===== src/design/dqe_pkg.sv =====
// Shared types and codes for the double-ended queue engine.
package dqe_pkg;

    typedef enum logic [0:0] {
        ST_IDLE,
        ST_WALK
    } state_t;

    typedef enum logic [2:0] {
        KIND_PUSH_FRONT = 3'd0,
        KIND_PUSH_BACK  = 3'd1,
        KIND_POP_FRONT  = 3'd2,
        KIND_POP_BACK   = 3'd3,
        KIND_WALK_FWD   = 3'd4,
        KIND_WALK_BWD   = 3'd5
    } kind_t;

    localparam logic [1:0] STAT_OK    = 2'd0;
    localparam logic [1:0] STAT_EMPTY = 2'd1;
    localparam logic [1:0] STAT_FULL  = 2'd2;

endpackage


===== src/design/dqe_ram.sv =====
// Generic single-write, single-read RAM with registered read data.
module dqe_ram #(
    parameter int WIDTH = 32,
    parameter int DEPTH = 32
) (
    input  logic                     clk,
    input  logic                     wr_en,
    input  logic [$clog2(DEPTH)-1:0] wr_addr,
    input  logic [WIDTH-1:0]         wr_data,
    input  logic                     rd_en,
    input  logic [$clog2(DEPTH)-1:0] rd_addr,
    output logic [WIDTH-1:0]         rd_data
);

    logic [WIDTH-1:0] mem [DEPTH];

    always_ff @(posedge clk)
    begin
        if (wr_en)
        begin
            mem[wr_addr] <= wr_data;
        end
        if (rd_en)
        begin
            rd_data <= mem[rd_addr];
        end
    end

endmodule


===== src/design/double_ended_queue_engine_core.sv =====
// Double-ended queue engine: bounded deque of signed words held in a ring RAM.
//
// A command beat is taken when start is high and busy is low; kind selects push front,
// push back, pop front, pop back, walk forward or walk backward, and value carries the
// word to push. Every result beat appears on value_res/status/last for exactly one cycle
// with strobe high; the receiver cannot stall, so it must take each beat as it comes.
// Timing: a push (or a push onto a full deque, or any pop/walk of an empty deque) is
// answered in the cycle after it is taken and does not raise busy, so one may follow
// every cycle. A pop of a non-empty deque reads the RAM, whose read is registered: its
// result passes the RAM read register, then the result register. A walk of N entries
// reads one entry a cycle from the RAM; results come on consecutive cycles and last
// marks the final one. A pop or walk that reads the RAM holds busy until its last read
// becomes a result. Kinds 6 and 7 are taken and ignored, giving no result. Pushed words
// keep their low DATA_WIDTH bits; words read back are sign-extended from DATA_WIDTH and
// cut to 32 bits. The RAM is not cleared at reset; only written entries are ever read.
module double_ended_queue_engine_core #(
    parameter int DEPTH      = 32,
    parameter int DATA_WIDTH = 32
) (
    input  logic               clk,
    input  logic               rst_n,
    input  logic               start,
    output logic               busy,
    input  logic [2:0]         kind,
    input  logic signed [31:0] value,
    output logic               strobe,
    output logic signed [31:0] value_res,
    output logic [1:0]         status,
    output logic               last
);

    localparam int AW = $clog2(DEPTH);
    localparam int CW = $clog2(DEPTH + 1);

    // ring address: (a + b) mod DEPTH, both operands below DEPTH
    function automatic logic [AW-1:0] ring_add(logic [AW-1:0] a, logic [AW-1:0] b);
        logic [AW:0] s;
        s = {1'b0, a} + {1'b0, b};
        if (s >= (AW+1)'(DEPTH))
        begin
            s = s - (AW+1)'(DEPTH);
        end
        return s[AW-1:0];
    endfunction

    // control and pointer state
    dqe_pkg::state_t state_reg, state_next;
    logic [AW-1:0]   front_reg, front_next;
    logic [CW-1:0]   count_reg, count_next;
    logic [AW-1:0]   idx_reg, idx_next;
    logic            back_reg, back_next;     // walk runs back to front
    logic            pend_reg, pend_next;     // RAM read data due this cycle
    logic            pend_last_reg, pend_last_next;

    // result register
    logic               strobe_reg, strobe_next;
    logic signed [31:0] value_res_reg, value_res_next;
    logic [1:0]         status_reg, status_next;
    logic               last_reg, last_next;

    // RAM port
    logic                  wr_en, rd_en;
    logic [AW-1:0]         wr_addr, rd_addr;
    logic [DATA_WIDTH-1:0] wr_data, rd_data;

    logic          accept;
    logic          full, empty;
    logic [AW-1:0] walk_off;
    logic          walk_end;

    dqe_ram #(
        .WIDTH (DATA_WIDTH),
        .DEPTH (DEPTH)
    ) u_ram (
        .clk     (clk),
        .wr_en   (wr_en),
        .wr_addr (wr_addr),
        .wr_data (wr_data),
        .rd_en   (rd_en),
        .rd_addr (rd_addr),
        .rd_data (rd_data)
    );

    assign busy   = (state_reg != dqe_pkg::ST_IDLE) || pend_reg;
    assign accept = start && !busy;
    assign full   = (count_reg == CW'(DEPTH));
    assign empty  = (count_reg == '0);

    // offset of the entry read this walk cycle, and whether it is the final one
    assign walk_off = back_reg ? AW'(count_reg - CW'(1) - CW'(idx_reg)) : idx_reg;
    assign walk_end = (CW'(idx_reg) == count_reg - CW'(1));

    // push data keeps the low bits of the 32-bit word, zero-extended if wider
    assign wr_data = DATA_WIDTH'($unsigned(value));

    always_ff @(posedge clk or negedge rst_n)
    begin
        if (!rst_n)
        begin
            state_reg     <= dqe_pkg::ST_IDLE;
            front_reg     <= '0;
            count_reg     <= '0;
            idx_reg       <= '0;
            back_reg      <= 1'b0;
            pend_reg      <= 1'b0;
            pend_last_reg <= 1'b0;
            strobe_reg    <= 1'b0;
        end
        else
        begin
            state_reg     <= state_next;
            front_reg     <= front_next;
            count_reg     <= count_next;
            idx_reg       <= idx_next;
            back_reg      <= back_next;
            pend_reg      <= pend_next;
            pend_last_reg <= pend_last_next;
            strobe_reg    <= strobe_next;
        end
    end

    // result payload, qualified by strobe_reg
    always_ff @(posedge clk)
    begin
        value_res_reg <= value_res_next;
        status_reg    <= status_next;
        last_reg      <= last_next;
    end

    always_comb
    begin
        state_next     = state_reg;
        front_next     = front_reg;
        count_next     = count_reg;
        idx_next       = idx_reg;
        back_next      = back_reg;
        pend_next      = 1'b0;
        pend_last_next = pend_last_reg;
        strobe_next    = 1'b0;
        value_res_next = value_res_reg;
        status_next    = status_reg;
        last_next      = last_reg;
        wr_en          = 1'b0;
        wr_addr        = '0;
        rd_en          = 1'b0;
        rd_addr        = '0;

        // RAM read issued last cycle: turn it into a result beat
        if (pend_reg)
        begin
            strobe_next    = 1'b1;
            value_res_next = 32'($signed(rd_data));
            status_next    = dqe_pkg::STAT_OK;
            last_next      = pend_last_reg;
        end

        unique case (state_reg)
            dqe_pkg::ST_IDLE:
            begin
                if (accept)
                begin
                    unique case (kind)
                        dqe_pkg::KIND_PUSH_FRONT,
                        dqe_pkg::KIND_PUSH_BACK:
                        begin
                            strobe_next    = 1'b1;
                            value_res_next = '0;
                            last_next      = 1'b1;
                            if (full)
                            begin
                                status_next = dqe_pkg::STAT_FULL;
                            end
                            else
                            begin
                                status_next = dqe_pkg::STAT_OK;
                                wr_en       = 1'b1;
                                count_next  = count_reg + CW'(1);
                                if (kind == dqe_pkg::KIND_PUSH_FRONT)
                                begin
                                    front_next = ring_add(front_reg, AW'(DEPTH - 1));
                                    wr_addr    = ring_add(front_reg, AW'(DEPTH - 1));
                                end
                                else
                                begin
                                    wr_addr = ring_add(front_reg, AW'(count_reg));
                                end
                            end
                        end
                        dqe_pkg::KIND_POP_FRONT,
                        dqe_pkg::KIND_POP_BACK:
                        begin
                            if (empty)
                            begin
                                strobe_next    = 1'b1;
                                value_res_next = '0;
                                status_next    = dqe_pkg::STAT_EMPTY;
                                last_next      = 1'b1;
                            end
                            else
                            begin
                                rd_en          = 1'b1;
                                pend_next      = 1'b1;
                                pend_last_next = 1'b1;
                                count_next     = count_reg - CW'(1);
                                if (kind == dqe_pkg::KIND_POP_FRONT)
                                begin
                                    rd_addr    = front_reg;
                                    front_next = ring_add(front_reg, AW'(1));
                                end
                                else
                                begin
                                    rd_addr = ring_add(front_reg,
                                                       AW'(count_reg - CW'(1)));
                                end
                            end
                        end
                        dqe_pkg::KIND_WALK_FWD,
                        dqe_pkg::KIND_WALK_BWD:
                        begin
                            if (empty)
                            begin
                                strobe_next    = 1'b1;
                                value_res_next = '0;
                                status_next    = dqe_pkg::STAT_EMPTY;
                                last_next      = 1'b1;
                            end
                            else
                            begin
                                state_next = dqe_pkg::ST_WALK;
                                idx_next   = '0;
                                back_next  = (kind == dqe_pkg::KIND_WALK_BWD);
                            end
                        end
                        default:
                        begin
                            // unused kinds: no effect, no result
                        end
                    endcase
                end
            end
            dqe_pkg::ST_WALK:
            begin
                // one RAM read per cycle; its data passes the RAM read register, then the result register
                rd_en          = 1'b1;
                rd_addr        = ring_add(front_reg, walk_off);
                pend_next      = 1'b1;
                pend_last_next = walk_end;
                if (walk_end)
                begin
                    state_next = dqe_pkg::ST_IDLE;
                end
                else
                begin
                    idx_next = idx_reg + AW'(1);
                end
            end
            default:
            begin
                state_next = dqe_pkg::ST_IDLE;
            end
        endcase
    end

    assign strobe    = strobe_reg;
    assign value_res = value_res_reg;
    assign status    = status_reg;
    assign last      = last_reg;

endmodule


===== config.mk =====
export PLATFORM = sky130hd
export DESIGN_NAME = double_ended_queue_engine_core
export DESIGN_NICKNAME = d
export VERILOG_FILES = /design/src/design/dqe_pkg.sv /design/src/design/dqe_ram.sv /design/src/design/double_ended_queue_engine_core.sv
export SDC_FILE = /design/constraint.sdc
export NUM_CORES = 1
export LEC_CHECK = 0
export CAP_MARGIN = 20
export CORE_ASPECT_RATIO = 1.5
export CORE_UTILIZATION = 63
export DETAILED_ROUTE_END_ITERATION = 10
export DONT_BUFFER_PORTS = 1
export GPL_TIMING_DRIVEN = 0
export PLACE_DENSITY = 0.86
export SLEW_MARGIN = 0
export SYNTH_ARGS = -nofsm -noshare
export SYNTH_HDL_FRONTEND = slang
export SYNTH_HIERARCHICAL = 1
export SYNTH_SLANG_ARGS = --single-unit

===== constraint.sdc =====
create_clock -name clk -period 5.8 [get_ports clk]
set_input_delay 0.29 -clock clk [delete_from_list [all_inputs] [get_ports clk]]
set_output_delay 0.29 -clock clk [all_outputs]
set_load 0.005 [all_outputs]

==> run_results.csv <==
group,metric,value,unit
setup_path,path_cells,"inv_1 > ha_1 > inv_1 > fa_1 > nand2_1 > o21ai_0 > inv_1 > fa_1 > o22ai_1 > nor2b_1 > buf_4 > clkbuf_1 > a22oi_1 > a31oi_1 > nand3_1",
clock_tree,cts_root_buffer,"clkbuf_16",
floorplanning,die_h,326,µm
cells_and_area,drive_gt1_share,12.7,%
synthesis,postSynthCellCount,2616,
timing,max_freq,177,MHz
setup_path,cpMostUsedCell,"inv_1",
setup_path,reg2regPathDepth,15,
setup_path,critPathMaxStageDelay,0.67,ns
global_routing,grt_usage,33.7,%
drt,wl_per_cell,32.2,µm
synthesis,synthTopCellsByArea,"edfxtp_1 (72%), mux2i_1 (13%), a22oi_1 (1.6%)",
drt,wl,122000,µm
synthesis,synthFlopType,"edfxtp_1",
drt,dr.pass1.iters,6,
worst_hold_path,worstHoldPathType,"primary input to async pin",
synthesis,synth.avg_cell_area,16.9,µm²
synthesis,synth_top_area_share,71.7,%
cells_and_area,seq_area,32900,µm²
global_routing,grt_max_degree,33,
status,status,"finished, final reports clean",
timing,fin_crit_sh,97.3,%
cells_and_area,multi_input_area,10600,µm²
setup_path,regToRegStartpoint,"count_reg[0]$_DFFE_PN0P_",
cells_and_area,nets,2872,
clock_tree,cts_made_buffers,90,
drt,drc_errors,0,
global_routing,grt_pass1_vias,26800,
timing,slew_viol_final,0,
clock_tree,clkTransAtPathRegs,0.07,ns
clock_tree,htree_levels,3,
setup_path,r2r_end,"u_ram/rd_data[14]$_DFFE_PP_",
run,cap_violations,0,
clock_tree,cts_buffer_depth,3,
clock_tree,cts_tree,"built",
setup_path,reg2reg_slack,0.16,ns
synthesis,synth_seq_cells,1112,
cells_and_area,final_cell_mix,"edfxtp_1 (1056), mux2i_1 (554), a21oi_1 (114), nand2_1 (113), nand3_1 (108)",
cells_and_area,largest_reg_flops,1024,
setup_path,crit_required,6.13,ns
setup_path,worst-path-max-fanout,10,
clock_tree,cts_setup_buffers,0,
timing,finalSetupViolCount,0,
drt,ant_nets,0,
floorplanning,die_area,71300,µm²
setup_path,arrival,5.97,ns
floorplanning,io_pins,75,
drt,vias,26400,
timing,timing.final.ws_setup,0.158,ns
place,port_buffers,0,
timing,fin_crit,5.64,ns
synthesis,async_flop_share,1.89,%
synthesis,synth_seq_area_share,74.5,%
clock_tree,insertion_delay,0.67,ns
global_routing,antenna_found_initial,4,
timing,rsz0062_at_grt,"no",
setup_path,crit_slowest_cell,"o22ai_1",
cells_and_area,layout_commonest_cell,"edfxtp_1",
drt,viasPerCell,6.96,
synthesis,synth_area,44200,µm²
global_routing,grt-ovfl-total,0,
drt,drtIter0Drc,3981,
setup_path,crit_type,"register to register",
synthesis,synth_nets,2681,
timing,clock_skew,0.0218,ns
setup_path,start_kind,"register",
floorplanning,num_rows,118,
setup_path,end_kind,"register",
synthesis,ys_types,61,
floorplanning,start_util,63.9,%
cells_and_area,n_fill_cell,3536,
timing,max_slew.worst_pin.slew,1.19,ns
place,dp_hpwl,70100,µm
timing,max_slew_margin,20.2,%
floorplanning,die_width,218,µm
synthesis,yosys.area.top_type,"edfxtp_1",
cells_and_area,area_delta_synth_final,14.2,%
synthesis,synth_edf_count,1056,
floorplanning,core,69200,µm²
global_routing,grt_pass1_wl,172000,µm
place,gp_congestion,0.921,
timing,hold_violations,0,
place,place_ws,-0.0647,ns
clock_tree,cts_num_sinks,1112,
synthesis,ys_warn_count,6,
-- layout make-up --
| type | instances | share of cell area [%] |
|---|---|---|
| sequential | 1112 | 65.2 |
| multi-input combinational | 1339 | 21.0 |
| buffer | 148 | 1.75 |
| inverter | 17 | 0.126 |
| tap | 900 | 2.23 |
| clock inverter | 64 | 1.55 |
| antenna | 3 | 0.0149 |
| clock buffer | 106 | 4.68 |
| timing repair buffer | 99 | 3.40 |
-- logic make-up (layout without fill, tap and decap cells) --
logic type               after synthesis  in the layout  synth area share, %
other                                  0              3                    0
adder cells (fa/ha/maj)               28             28                0.855
flip-flops                          1112           1112                 74.5
multiplexers                         555            555                 12.6
AO/OA/AOI/OAI                        339            339                 5.21
buffers and inverters                165            434                 2.13
AND/OR/NAND/NOR                      387            387                 4.11
XOR/XNOR                              30             30                0.625
-- worst max path at each step --
stage / cells past startpoint / slack [ns] / startpoint / to
after floorplan: 9 / 1.42 / front_reg[0]$_DFFE_PN0P_ / u_ram/mem[19][0]$_DFFE_PP_
after global placement: 9 / -0.26 / front_reg[0]$_DFFE_PN0P_ / u_ram/mem[19][17]$_DFFE_PP_
after detailed placement: 20 / -0.06 / count_reg[0]$_DFFE_PN0P_ / u_ram/rd_data[14]$_DFFE_PP_
after CTS: 20 / 0.08 / count_reg[0]$_DFFE_PN0P_ / u_ram/rd_data[23]$_DFFE_PP_
after global routing: 20 / 0.0008 / count_reg[0]$_DFFE_PN0P_ / u_ram/rd_data[14]$_DFFE_PP_
final: 15 / 0.16 / count_reg[0]$_DFFE_PN0P_ / u_ram/rd_data[14]$_DFFE_PP_
-- synthesized netlist by cell type, types with 3 or more instances --
master / instances
clkbuf_1: 49
edfxtp_1: 1056
nand3b_1: 5
a21oi_1: 114
nand4_1: 3
dfrtp_1: 21
buf_6: 19
nand2_1: 114
a22o_1: 64
inv_1: 17
nor2_2: 3
xor2_1: 11
nand3_1: 108
xnor2_1: 18
or2_2: 4
o22ai_1: 3
mux2i_1: 554
ha_1: 23
a22oi_1: 96
a21o_1: 4
fa_1: 4
nor2_1: 81
buf_4: 34
buf_2: 36
buf_1: 8
o21ai_0: 10
a211oi_1: 4
a31oi_1: 32
dfxtp_1: 35
nor3_1: 38
nor2b_1: 8
nand2b_1: 5
or3b_2: 3
-- per-layer routing --
metal  share of wire, %  track usage [%]
met1                 30             37.2
met2                 50             58.1
met3                 12             7.38
met4                7.7             22.7
met5              0.019                0
-- through the flow --
stage | hold WS, ns | util, % | setup TNS (ns) | area, µm² | cells
2_1_floorplan | -0.00559 | - | 0 | 44200 | 2616
3_3_place_gp | -0.00518 | 65.5 | -32.19 | 45300 | 3516
3_5_place_dp | -0.00516 | 66.9 | -0.0647 | 46300 | 3549
4_1_cts | 0.0374 | 72.4 | 0 | 50100 | 3769
5_1_grt | 0.0822 | 72.9 | 0 | 50500 | 3786
6_report | 0.0474 | 72.9 | 0 | 50500 | 3788
-- critical path, delay by kind of cell (launching register included) --
| kind | cells | cell delay, ns |
|---|---|---|
| DFF | 1 | 0.57 |
| and+or+nand+nor | 3 | 0.69 |
| AOI/OAI and AO/OA | 4 | 1.48 |
| adders and majority gates | 3 | 1.32 |
| buffers and inverters | 5 | 1.23 |
-- timing repair --
| item | in CTS | in global routing |
|---|---|---|
| resized for setup | 2 | 10 |
| hold endpoints to repair | 1045 | 0 |
| hold buffers | 50 | 0 |
| setup endpoints to repair | 3 | 23 |
Power is not shown: default switching activity piles up to over one toggle a cycle in this logic, so the estimate is an artifact.
